[src/sv/assert_macros.svh]
// Assertion macros shared by the configuration shadow RTL.
// Expects clk, and rst_n for HBCS_ASSERT, in the scope of each use; no other dependencies.
`ifndef ASSERT_MACROS_SVH
`define ASSERT_MACROS_SVH
`ifndef SYNTHESIS
`define HBCS_ASSERT(lbl, prop, msg) \
    lbl: assert property (@(posedge clk) disable iff (!rst_n) prop) else $error(msg);
`define HBCS_ASSERT_ALWAYS(lbl, prop, msg) \
    lbl: assert property (@(posedge clk) prop) else $error(msg);
`else
`define HBCS_ASSERT(lbl, prop, msg)
`define HBCS_ASSERT_ALWAYS(lbl, prop, msg)
`endif
`endif

[src/sv/hbcs_pkg.sv]
// Types, address codes and reset contents of the host bridge configuration space.
// No dependencies.
`default_nettype none

package hbcs_pkg;

    localparam int CFG_DEPTH = 256;
    localparam int MAP_W     = 4;

    localparam logic MODE_READ  = 1'b0;
    localparam logic MODE_WRITE = 1'b1;

    localparam logic [2:0] FUNC_HOST = 3'd0;

    localparam logic [7:0] ADDR_ID_LO     = 8'h00;
    localparam logic [7:0] ADDR_ID_HI     = 8'h03;
    localparam logic [7:0] ADDR_CMD_LO    = 8'h04;
    localparam logic [7:0] ADDR_CMD_HI    = 8'h05;
    localparam logic [7:0] ADDR_STAT_LO   = 8'h06;
    localparam logic [7:0] ADDR_STAT_HI   = 8'h07;
    localparam logic [7:0] ADDR_CLASS_LO  = 8'h08;
    localparam logic [7:0] ADDR_CLASS_HI  = 8'h0C;
    localparam logic [7:0] ADDR_HDR_TYPE  = 8'h0E;
    localparam logic [7:0] ADDR_BAR_LO    = 8'h10;
    localparam logic [7:0] ADDR_BAR_HI    = 8'h4E;
    localparam logic [7:0] ADDR_DEF0      = 8'h50;
    localparam logic [7:0] ADDR_DEF1      = 8'h51;
    localparam logic [7:0] ADDR_DEF2      = 8'h52;
    localparam logic [7:0] ADDR_SHADOW_CTL = 8'h53;
    localparam logic [7:0] ADDR_SHADOW_EN = 8'h54;

    localparam logic [7:0] CMD_LO_MASK  = 8'h42;
    localparam logic [7:0] CMD_LO_SET   = 8'h04;
    localparam logic [7:0] CMD_HI_MASK  = 8'h01;
    localparam logic [7:0] STAT_LO_VAL  = 8'h00;
    localparam logic [7:0] STAT_HI_VAL  = 8'h02;
    localparam logic [7:0] SHADOW_HOLD  = 8'hF0;
    localparam logic [7:0] NO_FUNC_DATA = 8'hFF;

    localparam int CTL_RD_INT_BIT  = 6;
    localparam int CTL_WR_EXT_BIT  = 5;
    localparam int EN_FIRST_BIT    = 4;

    localparam logic [7:0] RST_SHADOW_CTL = 8'hFE;
    localparam logic [7:0] RST_SHADOW_EN  = 8'h00;

    typedef struct packed {
        logic       mode;
        logic [2:0] func;
        logic [7:0] addr;
        logic [7:0] write_data;
    } req_word_t;

    typedef struct packed {
        logic [7:0]       read_data;
        logic             remapped;
        logic [MAP_W-1:0] seg_read_internal;
        logic [MAP_W-1:0] seg_write_internal;
    } rsp_word_t;

    typedef struct packed {
        logic       we;
        logic [7:0] addr;
        logic [7:0] data;
    } mem_wr_t;

    function automatic logic [7:0] reset_byte(input logic [7:0] addr);
        logic [7:0] val;
        unique case (addr)
            8'h00:           val = 8'h39;
            8'h01:           val = 8'h10;
            8'h02:           val = 8'h06;
            8'h03:           val = 8'h04;
            ADDR_CMD_LO:     val = 8'h07;
            ADDR_STAT_LO:    val = 8'h80;
            ADDR_STAT_HI:    val = 8'h02;
            ADDR_DEF0:       val = 8'hBC;
            ADDR_DEF1:       val = 8'hFB;
            ADDR_DEF2:       val = 8'hAD;
            ADDR_SHADOW_CTL: val = RST_SHADOW_CTL;
            default:         val = 8'h00;
        endcase
        return val;
    endfunction

endpackage

`default_nettype wire

[src/sv/hbcs_mem.sv]
// Configuration byte RAM: one write port, one registered read port, per-byte valid bits.
// Unwritten bytes read as their reset contents. Depends on hbcs_pkg.
`default_nettype none
`include "assert_macros.svh"

module hbcs_mem
    import hbcs_pkg::*;
(
    input  wire logic    clk,
    input  wire logic    rst_n,
    input  wire mem_wr_t wr,
    input  wire logic    rd_en,
    input  wire logic [7:0] rd_addr,
    output logic [7:0]   rd_data
);

    logic [7:0]           mem_reg [CFG_DEPTH];
    logic [CFG_DEPTH-1:0] vld_reg;
    logic [7:0]           data_reg;
    logic [7:0]           addr_reg;
    logic                 hit_reg;

    always_ff @(posedge clk)
    begin
        if (wr.we)
        begin
            mem_reg[wr.addr] <= wr.data;
        end
        if (rd_en)
        begin
            data_reg <= mem_reg[rd_addr];
            addr_reg <= rd_addr;
        end
    end

    always_ff @(posedge clk or negedge rst_n)
    begin
        if (!rst_n)
        begin
            vld_reg <= '0;
            hit_reg <= 1'b0;
        end
        else
        begin
            if (wr.we)
            begin
                vld_reg[wr.addr] <= 1'b1;
            end
            if (rd_en)
            begin
                hit_reg <= vld_reg[rd_addr];
            end
        end
    end

    assign rd_data = hit_reg ? data_reg : reset_byte(addr_reg);

    `HBCS_ASSERT(a_wr_marks_valid, wr.we |=> vld_reg[$past(wr.addr)], "written byte not valid")

endmodule

`default_nettype wire

[src/sv/hbcs_ctrl.sv]
// Write rules per address, shadow control mirrors and shadow segment maps.
// Drives the RAM write port. Depends on hbcs_pkg.
`default_nettype none
`include "assert_macros.svh"

module hbcs_ctrl
    import hbcs_pkg::*;
#(
    parameter int SHADOW_SEGMENTS = 4
)
(
    input  wire logic      clk,
    input  wire logic      rst_n,
    input  wire logic      fire,
    input  wire req_word_t req,
    output mem_wr_t        wr,
    output logic           remap,
    output logic [MAP_W-1:0] map_rd_reg,
    output logic [MAP_W-1:0] map_wr_reg
);

    localparam logic [MAP_W-1:0] SEG_MASK = MAP_W'((1 << SHADOW_SEGMENTS) - 1);

    logic [7:0]       ctl_reg;
    logic [7:0]       en_reg;
    logic             keep;
    logic             hold_hit;
    logic [7:0]       data;
    logic             host_wr;
    logic [MAP_W-1:0] map_rd_next;
    logic [MAP_W-1:0] map_wr_next;

    always_comb
    begin
        keep     = 1'b1;
        hold_hit = 1'b0;
        data     = req.write_data;
        unique case (req.addr) inside
            [ADDR_ID_LO:ADDR_ID_HI], [ADDR_CLASS_LO:ADDR_CLASS_HI], ADDR_HDR_TYPE,
            [ADDR_BAR_LO:ADDR_BAR_HI]:
                keep = 1'b0;
            ADDR_CMD_LO:  data = (req.write_data & CMD_LO_MASK) | CMD_LO_SET;
            ADDR_CMD_HI:  data = req.write_data & CMD_HI_MASK;
            ADDR_STAT_LO: data = STAT_LO_VAL;
            ADDR_STAT_HI: data = STAT_HI_VAL;
            ADDR_SHADOW_EN:
                hold_hit = ((en_reg & req.write_data) == SHADOW_HOLD);
            default: ;
        endcase
        host_wr = fire && (req.mode == MODE_WRITE) && (req.func == FUNC_HOST);
        wr.we   = host_wr && keep;
        wr.addr = req.addr;
        wr.data = data;
        remap   = host_wr && (req.addr == ADDR_SHADOW_EN) && !hold_hit;
    end

    always_comb
    begin
        map_rd_next = '0;
        map_wr_next = '0;
        for (int i = 0; i < SHADOW_SEGMENTS; i++)
        begin
            map_rd_next[i] = req.write_data[EN_FIRST_BIT + i] && ctl_reg[CTL_RD_INT_BIT];
            map_wr_next[i] = req.write_data[EN_FIRST_BIT + i] && !ctl_reg[CTL_WR_EXT_BIT];
        end
    end

    always_ff @(posedge clk or negedge rst_n)
    begin
        if (!rst_n)
        begin
            ctl_reg    <= RST_SHADOW_CTL;
            en_reg     <= RST_SHADOW_EN;
            map_rd_reg <= '0;
            map_wr_reg <= '0;
        end
        else
        begin
            if (host_wr && req.addr == ADDR_SHADOW_CTL)
            begin
                ctl_reg <= req.write_data;
            end
            if (host_wr && req.addr == ADDR_SHADOW_EN)
            begin
                en_reg <= req.write_data;
            end
            if (remap)
            begin
                map_rd_reg <= map_rd_next;
                map_wr_reg <= map_wr_next;
            end
        end
    end

    `HBCS_ASSERT(a_map_only_on_remap, !remap |=> $stable(map_rd_reg) && $stable(map_wr_reg), "map moved without remap")
    `HBCS_ASSERT_ALWAYS(a_map_unused_segs, ((map_rd_reg | map_wr_reg) & ~SEG_MASK) == '0, "map bit beyond segments")

endmodule

`default_nettype wire

[src/sv/pci_host_bridge_config_shadow.sv]
// Top level of the host bridge configuration space with shadow map control.
// Instantiates hbcs_ctrl and hbcs_mem. Depends on hbcs_pkg.
//
//   channel  dir  handshake              word
//   req      in   req_valid / req_stall  req_word_t: mode, func, addr, write_data
//   rsp      out  rsp_valid / rsp_stall  rsp_word_t: read_data, remapped, maps
//
// One word per cycle while req_stall is low; its result appears the cycle after acceptance (RAM read latency).
// Kept host writes update the RAM at the accept edge, so a following read sees them.
// Reset clears the byte valid bits at once; no clearing pass, words taken right away.
// A stalled result holds, and req_stall rises until it is taken.
`default_nettype none
`include "assert_macros.svh"

module pci_host_bridge_config_shadow
    import hbcs_pkg::*;
#(
    parameter int SHADOW_SEGMENTS = 4
)
(
    input  wire logic      clk,
    input  wire logic      rst_n,
    input  wire logic      req_valid,
    output logic           req_stall,
    input  wire req_word_t req,
    output logic           rsp_valid,
    input  wire logic      rsp_stall,
    output rsp_word_t      rsp
);

    logic             fire;
    mem_wr_t          wr;
    logic             remap;
    logic [MAP_W-1:0] map_rd;
    logic [MAP_W-1:0] map_wr;
    logic [7:0]       mem_data;

    logic s1_vld_reg, s1_vld_next;
    logic s1_rd_reg;
    logic s1_fnz_reg;
    logic s1_remap_reg;

    assign req_stall = s1_vld_reg && rsp_stall;
    assign fire      = req_valid && !req_stall;

    hbcs_ctrl #(
        .SHADOW_SEGMENTS(SHADOW_SEGMENTS)
    ) u_ctrl (
        .clk        (clk),
        .rst_n      (rst_n),
        .fire       (fire),
        .req        (req),
        .wr         (wr),
        .remap      (remap),
        .map_rd_reg (map_rd),
        .map_wr_reg (map_wr)
    );

    hbcs_mem u_mem (
        .clk     (clk),
        .rst_n   (rst_n),
        .wr      (wr),
        .rd_en   (fire),
        .rd_addr (req.addr),
        .rd_data (mem_data)
    );

    always_comb
    begin
        if (fire)
        begin
            s1_vld_next = 1'b1;
        end
        else
        begin
            s1_vld_next = s1_vld_reg && rsp_stall;
        end
    end

    always_ff @(posedge clk or negedge rst_n)
    begin
        if (!rst_n)
        begin
            s1_vld_reg   <= 1'b0;
            s1_rd_reg    <= 1'b0;
            s1_fnz_reg   <= 1'b0;
            s1_remap_reg <= 1'b0;
        end
        else
        begin
            s1_vld_reg <= s1_vld_next;
            if (fire)
            begin
                s1_rd_reg    <= (req.mode == MODE_READ);
                s1_fnz_reg   <= (req.func != FUNC_HOST);
                s1_remap_reg <= remap;
            end
        end
    end

    always_comb
    begin
        rsp_valid = s1_vld_reg;
        if (!s1_rd_reg)
        begin
            rsp.read_data = '0;
        end
        else if (s1_fnz_reg)
        begin
            rsp.read_data = NO_FUNC_DATA;
        end
        else
        begin
            rsp.read_data = mem_data;
        end
        rsp.remapped           = s1_remap_reg;
        rsp.seg_read_internal  = map_rd;
        rsp.seg_write_internal = map_wr;
    end

    `HBCS_ASSERT(a_read_no_remap, fire && req.mode == MODE_READ |=> !rsp.remapped, "read reported remap")
    `HBCS_ASSERT(a_remap_zero_data, rsp_valid && rsp.remapped |-> rsp.read_data == '0, "remap with read data")

endmodule

`default_nettype wire
[config.mk]
export PLATFORM = sky130hd
export DESIGN_NAME = pci_host_bridge_config_shadow
export DESIGN_NICKNAME = d
export VERILOG_FILES = /design/src/sv/hbcs_pkg.sv /design/src/sv/hbcs_mem.sv /design/src/sv/hbcs_ctrl.sv /design/src/sv/pci_host_bridge_config_shadow.sv
export VERILOG_INCLUDE_DIRS = /design/src /design/src/sv
export SDC_FILE = /design/constraint.sdc
export NUM_CORES = 2
export LEC_CHECK = 0
export ABC_AREA = 1
export BUFFER_PORTS_ARGS = -buffer_cell sky130_fd_sc_hd__buf_2
export CAP_MARGIN = 20
export CORE_ASPECT_RATIO = 2
export CORE_MARGIN = 1.5
export CORE_UTILIZATION = 45
export CTS_CLUSTER_SIZE = 40
export DETAILED_ROUTE_END_ITERATION = 7
export PLACE_DENSITY = 0.67
export SETUP_SLACK_MARGIN = 0.1
export SYNTH_ARGS = -nofsm -noshare
export SYNTH_HDL_FRONTEND = slang
export SYNTH_HIERARCHICAL = 1
export SYNTH_SLANG_ARGS = --single-unit
export TNS_END_PERCENT = 30
[constraint.sdc]
create_clock -name clk -period 4.46 [get_ports clk]
set_input_delay 0.669 -clock clk [delete_from_list [all_inputs] [get_ports clk]]
set_output_delay 0.669 -clock clk [all_outputs]
set_load 0.05 [all_outputs]
After elaboration in Yosys (flattened, before gate mapping):

Memories as Yosys holds them, arrays and structs flattened. A register that Yosys moved wholly into a read port is not among the register bits.
Cells that the tools add are included.

* register bits: 292
* memory bits (writable): 2048
* bits of input ports: 24
* output and inout bits: 19
* word-level logic and storage cells: 82
* memories kept: 1

Memory list
* u_mem.mem_reg: depth 256, bits a word 8, read ports 1, clocked after Yosys merged registers in 1, wr ports 1, line hbcs_mem.sv:17 `logic [7:0] mem_reg [CFG_DEPTH];`

* $lt $le $gt $ge: 8
* equality and inequality tests: 18
* muxes and demuxes: 14
* bitwise logic cells: 3
* reduce and logical (&&, ||, !) cells: 27

Operators by type and width (count)
* $or 256x256->256: 1
* $pmux 8 s11: 1
* $eq 8x3->1 const B: 7
* $eq 8x7->1 const B: 6
* $pmux 8 s4: 1
* $mux 8: 3
* $logic_and 1x1->1: 20
* $eq 8x2->1 const B: 2
* $ge 8x1->1 const B: 2
* $lt 8x9->1 const B: 1
* $and 8x8->8: 1
* $bmux 1 s8: 1
* $demux 1 s8: 1
* $eq 8x1->1 const B: 1
* $eq 8x4->1 const B: 1
* $eq 8x8->1 const B: 1
* $ge 8x4->1 const B: 1
* $ge 8x5->1 const B: 1
* $le 8x2->1 const B: 1
* $le 8x4->1 const B: 1
* $le 8x7->1 const B: 1
* $logic_not 8->1: 1
* $mux 1: 7
* $reduce_or 4->1: 1
* 4 further kinds: 6

Depth between registers and ports, before layout:

* depth in word-level cells: 8
* gate-level depth with buffers: 16
* mapped depth without buffers: 11

Cells and area by module:

Netlist, hierarchy kept.

By module, submodules not included
* hbcs_mem: instances 1, cells an instance 7796, area an instance 93503.4 um2, sequential area each 68410.6 um2
* hbcs_ctrl: instances 1, cells an instance 165, area an instance 1158.6 um2, sequential area each 452.9 um2
* pci_host_bridge_config_shadow: instances 1, cells an instance 40, area an instance 249.0 um2, sequential area each 100.1 um2

Worst setup path before layout:

No wires, ideal clock.

* path type: input-to-reg
* start point: input port req[15] (netlist name)
* end point: memory u_mem.mem_reg[0][0] (data pin)
* setup time: 2.280 ns
* arrival: 11.037 ns
* data required time: 2.180 ns
* setup slack: -8.857 ns
* stages on the path: 4
* path buffers: 0
* cell sequence: inv_1 nand3_1 nor2_2 a21boi_0

RTL lines
* start: declaration: line pci_host_bridge_config_shadow.sv:25 `input wire req_word_t req,`
* end: declaration: line hbcs_mem.sv:17

==> key figures <==
Job
  • Max Cap Viol: 0

Logic synthesis
  • Number of synthesized flops with an enable pin: 2064
  • Syn Area/Cell: 11.9 um^2
  • Yosys top cell by area: edfxtp_1
  • Warnings, synthesis: 6
  • Post-synth top cells: edfxtp_1, nand2_1, nand3_1
  • Top FF cell, synth: edfxtp_1
  • Distinct cells, synth: 37
  • Post-synthesis sequential area ratio: 72.7%
  • Yosys top cell area share: 65.3%
  • Ranking of synthesized cells by area: edfxtp_1, dfrtp_1, nand3_1
  • Post-synth ARST share: 11.9%
  • Cell Area, Synth: 94900 um^2
  • Synthesized Nets: 8025
  • Yosys reg bits: 2343
  • Top-count cell post-synth: edfxtp_1
  • Synth Instances: 8001

Cells and area
  • Max reg flops: 2048
  • Share of layout cells above drive strength 1: 11.7%
  • Fillers: 17.9k
  • Area grow syn2layout: 11.3%
  • Final net count: 8050
  • Register Area: 69000 um^2
  • Final core occ: 50.3%
  • Multi-input combinational cell area: 23000 um^2
  • Final instance area: 106000 um^2

Detailed routing
  • Starting DRT DRC Count: 7050
  • Via density: 5.92
  • DRC errors left: 0
  • Routed WL: 275000 um
  • Post-route ant nets: 0
  • Drt pass-1 iters: 6
  • DR vias: 64.7k
  • Routed WL per cell: 25.2 um

Worst hold path
  • HP Class: in -> reg
  • Hold Crit Endpoint: s1_rd_reg$_DFFE_PN0P_
  • Hold_sp: req[19]
  • Worst hold path cell count: 2

Timing
  • Hold Fails Final Rpt: 0
  • Rel. slew slack: 21.8%
  • Final period utilization: 90.3%
  • RSZ-0062 raised after global routing: no
  • Worst slew pin tran: 1170 ps
  • Final setup viols: 0
  • Max-slew violation count: 0
  • Fin crit period: 4030 ps
  • Skew final: 33.0 ps
  • Max frequency: 248 MHz

Clocking
  • Num CTS Buffers: 189
  • CTS tree: yes
  • Clock Latency Late Sink: 860 ps
  • CTS HTree Levels: 4
  • PostCTS Resize Cnt: 0
  • Setup bufs post-CTS: 0
  • Max clock buf depth: 4
  • CTS Hold Bufs: 1
  • Clk root buf: clkbuf_16
  • Clock transition at path regs: 70 ps
  • Clock tree sinks: 2343

Power and ir drop
  • VDD IR-drop max: 0.000420 V
  • LEAKAGE: 0.0379 uW
  • Power Density: 415 nW/um^2

Global route
  • Vias in the first global route: 63.8k
  • Initial antenna violation count: 3
  • Gr ovfl total: 0
  • Largest net degree at the start of global routing: 141
  • GRT Total Usage: 25.3%
  • First-pass GRT wire length: 406000 um

Status
  • Status: finished, final reports clean

Setup path
  • Required time of the critical path: 3790 ps
  • Maximum fanout along the worst path: 3
  • R2R Path Start: rsp_valid$_DFF_PN0_
  • Critical path arrival: 3360 ps
  • Kind of end point of the critical path: primary output
  • CP Class: reg -> out
  • Startpoint types: flip-flop
  • Reg2Reg Depth: 9
  • Worst reg-to-reg setup slack: 1030 ps
  • Capturing point of the worst reg2reg path: u_mem/mem_reg[151][4]$_DFFE_PP_

Floorplan
  • Die Wd: 328 um
  • Row cnt: 238
  • Ports: 43
  • Die Y: 652 um
  • Full die area: 214000 um^2
  • Core box area: 210000 um^2
  • Initial Util: 45.2%

Placed design
  • Placer Congestion: 0.902
  • Post-DP HPWL: 165000 um
  • Port bufs: 42
  • Cell Area, Placed: 99500 um^2
-- how the worst max path moves through the flow --
stage                                           start                         endpoint  slack (ps)  depth (start not counted)
final                     u_mem/addr_reg[4]$_DFFE_PP_                           rsp[9]         430                         10
after global routing      u_mem/addr_reg[4]$_DFFE_PP_                           rsp[9]         280                         10
after CTS                 u_mem/addr_reg[4]$_DFFE_PP_                           rsp[9]         600                         10
after detailed placement                       req[8]      u_mem/data_reg[5]$_DFFE_PP_         560                         14
after global placement                         req[9]  u_mem/mem_reg[151][2]$_DFFE_PP_         550                          9
after floorplan                               req[15]    u_mem/mem_reg[0][3]$_DFFE_PP_       -1000                          4
-- per-stage QoR --
step                      total power, uW  worst slack [ps]  hold slack (ps)  TNS [ps]  cells
after floorplan                     26100             -1000              373  -1105090   8001
after global placement              27200               549              450         0  10594
after CTS                           44000               602             23.9         0  10937
after detailed placement            27300               562              452         0  10594
final                               43900               433             44.6         0  10941
after global routing                44900               277             51.7         0  10938
-- logic make-up after synthesis --
kind of cell,count (synthesis),synth area share (%)
AND/OR/NAND/NOR,3858,17.6
AO/OA/AOI/OAI,1144,6.52
flip-flops,2343,72.7
buffers and inverters,656,3.21
-- per-layer routing --
layer / wire length (um) / global-route usage, % / vias up
li1: - / - / 28455
met1: 93300 / 28.9 / 32038
met2: 138000 / 43.6 / 3327
met3: 20600 / 3.12 / 909
met4: 23400 / 18.8 / 2
met5: 10 / 0 / -
-- placed cells by master, fill, tap and decap left out, types with 22 or more instances in the layout --
cell type,instances
o21ai_0,724
a21oi_1,33
clkinv_2,37
buf_12,67
clkbuf_16,192
nand2_1,1348
or2_2,257
dfrtp_1,277
o21ai_1,27
clkinv_1,22
buf_4,275
inv_1,96
o22ai_1,352
buf_2,36
nor2_1,1023
edfxtp_1,2064
nand3_1,1199
clkbuf_1,41
-- critical path, stage by stage (launching register included) --
cell and delay (ps):
edfxtp_1 390, nor4_1 490, nand2_1 170, nor3_1 260, inv_1 120, nand2_1 90
nor3_1 50, o21ai_0 460, nor2_1 90, nor2_1 100, buf_2 270
-- power breakdown --
group,internal (uW),switching (uW)
logic,699,2220
registers,23900,21.3
clock network,9260,7790
-- layout make-up --
class                      instances  area share [%]
antenna                            4         0.00947
clock buffer                     245            4.85
clock inverter                    97           0.970
inverter                         106           0.411
multi-input combinational       5002            21.7
sequential                      2343            65.3
tap                             2760            3.27
timing repair buffer             384            3.47
Power figures use the tool's default switching activity.
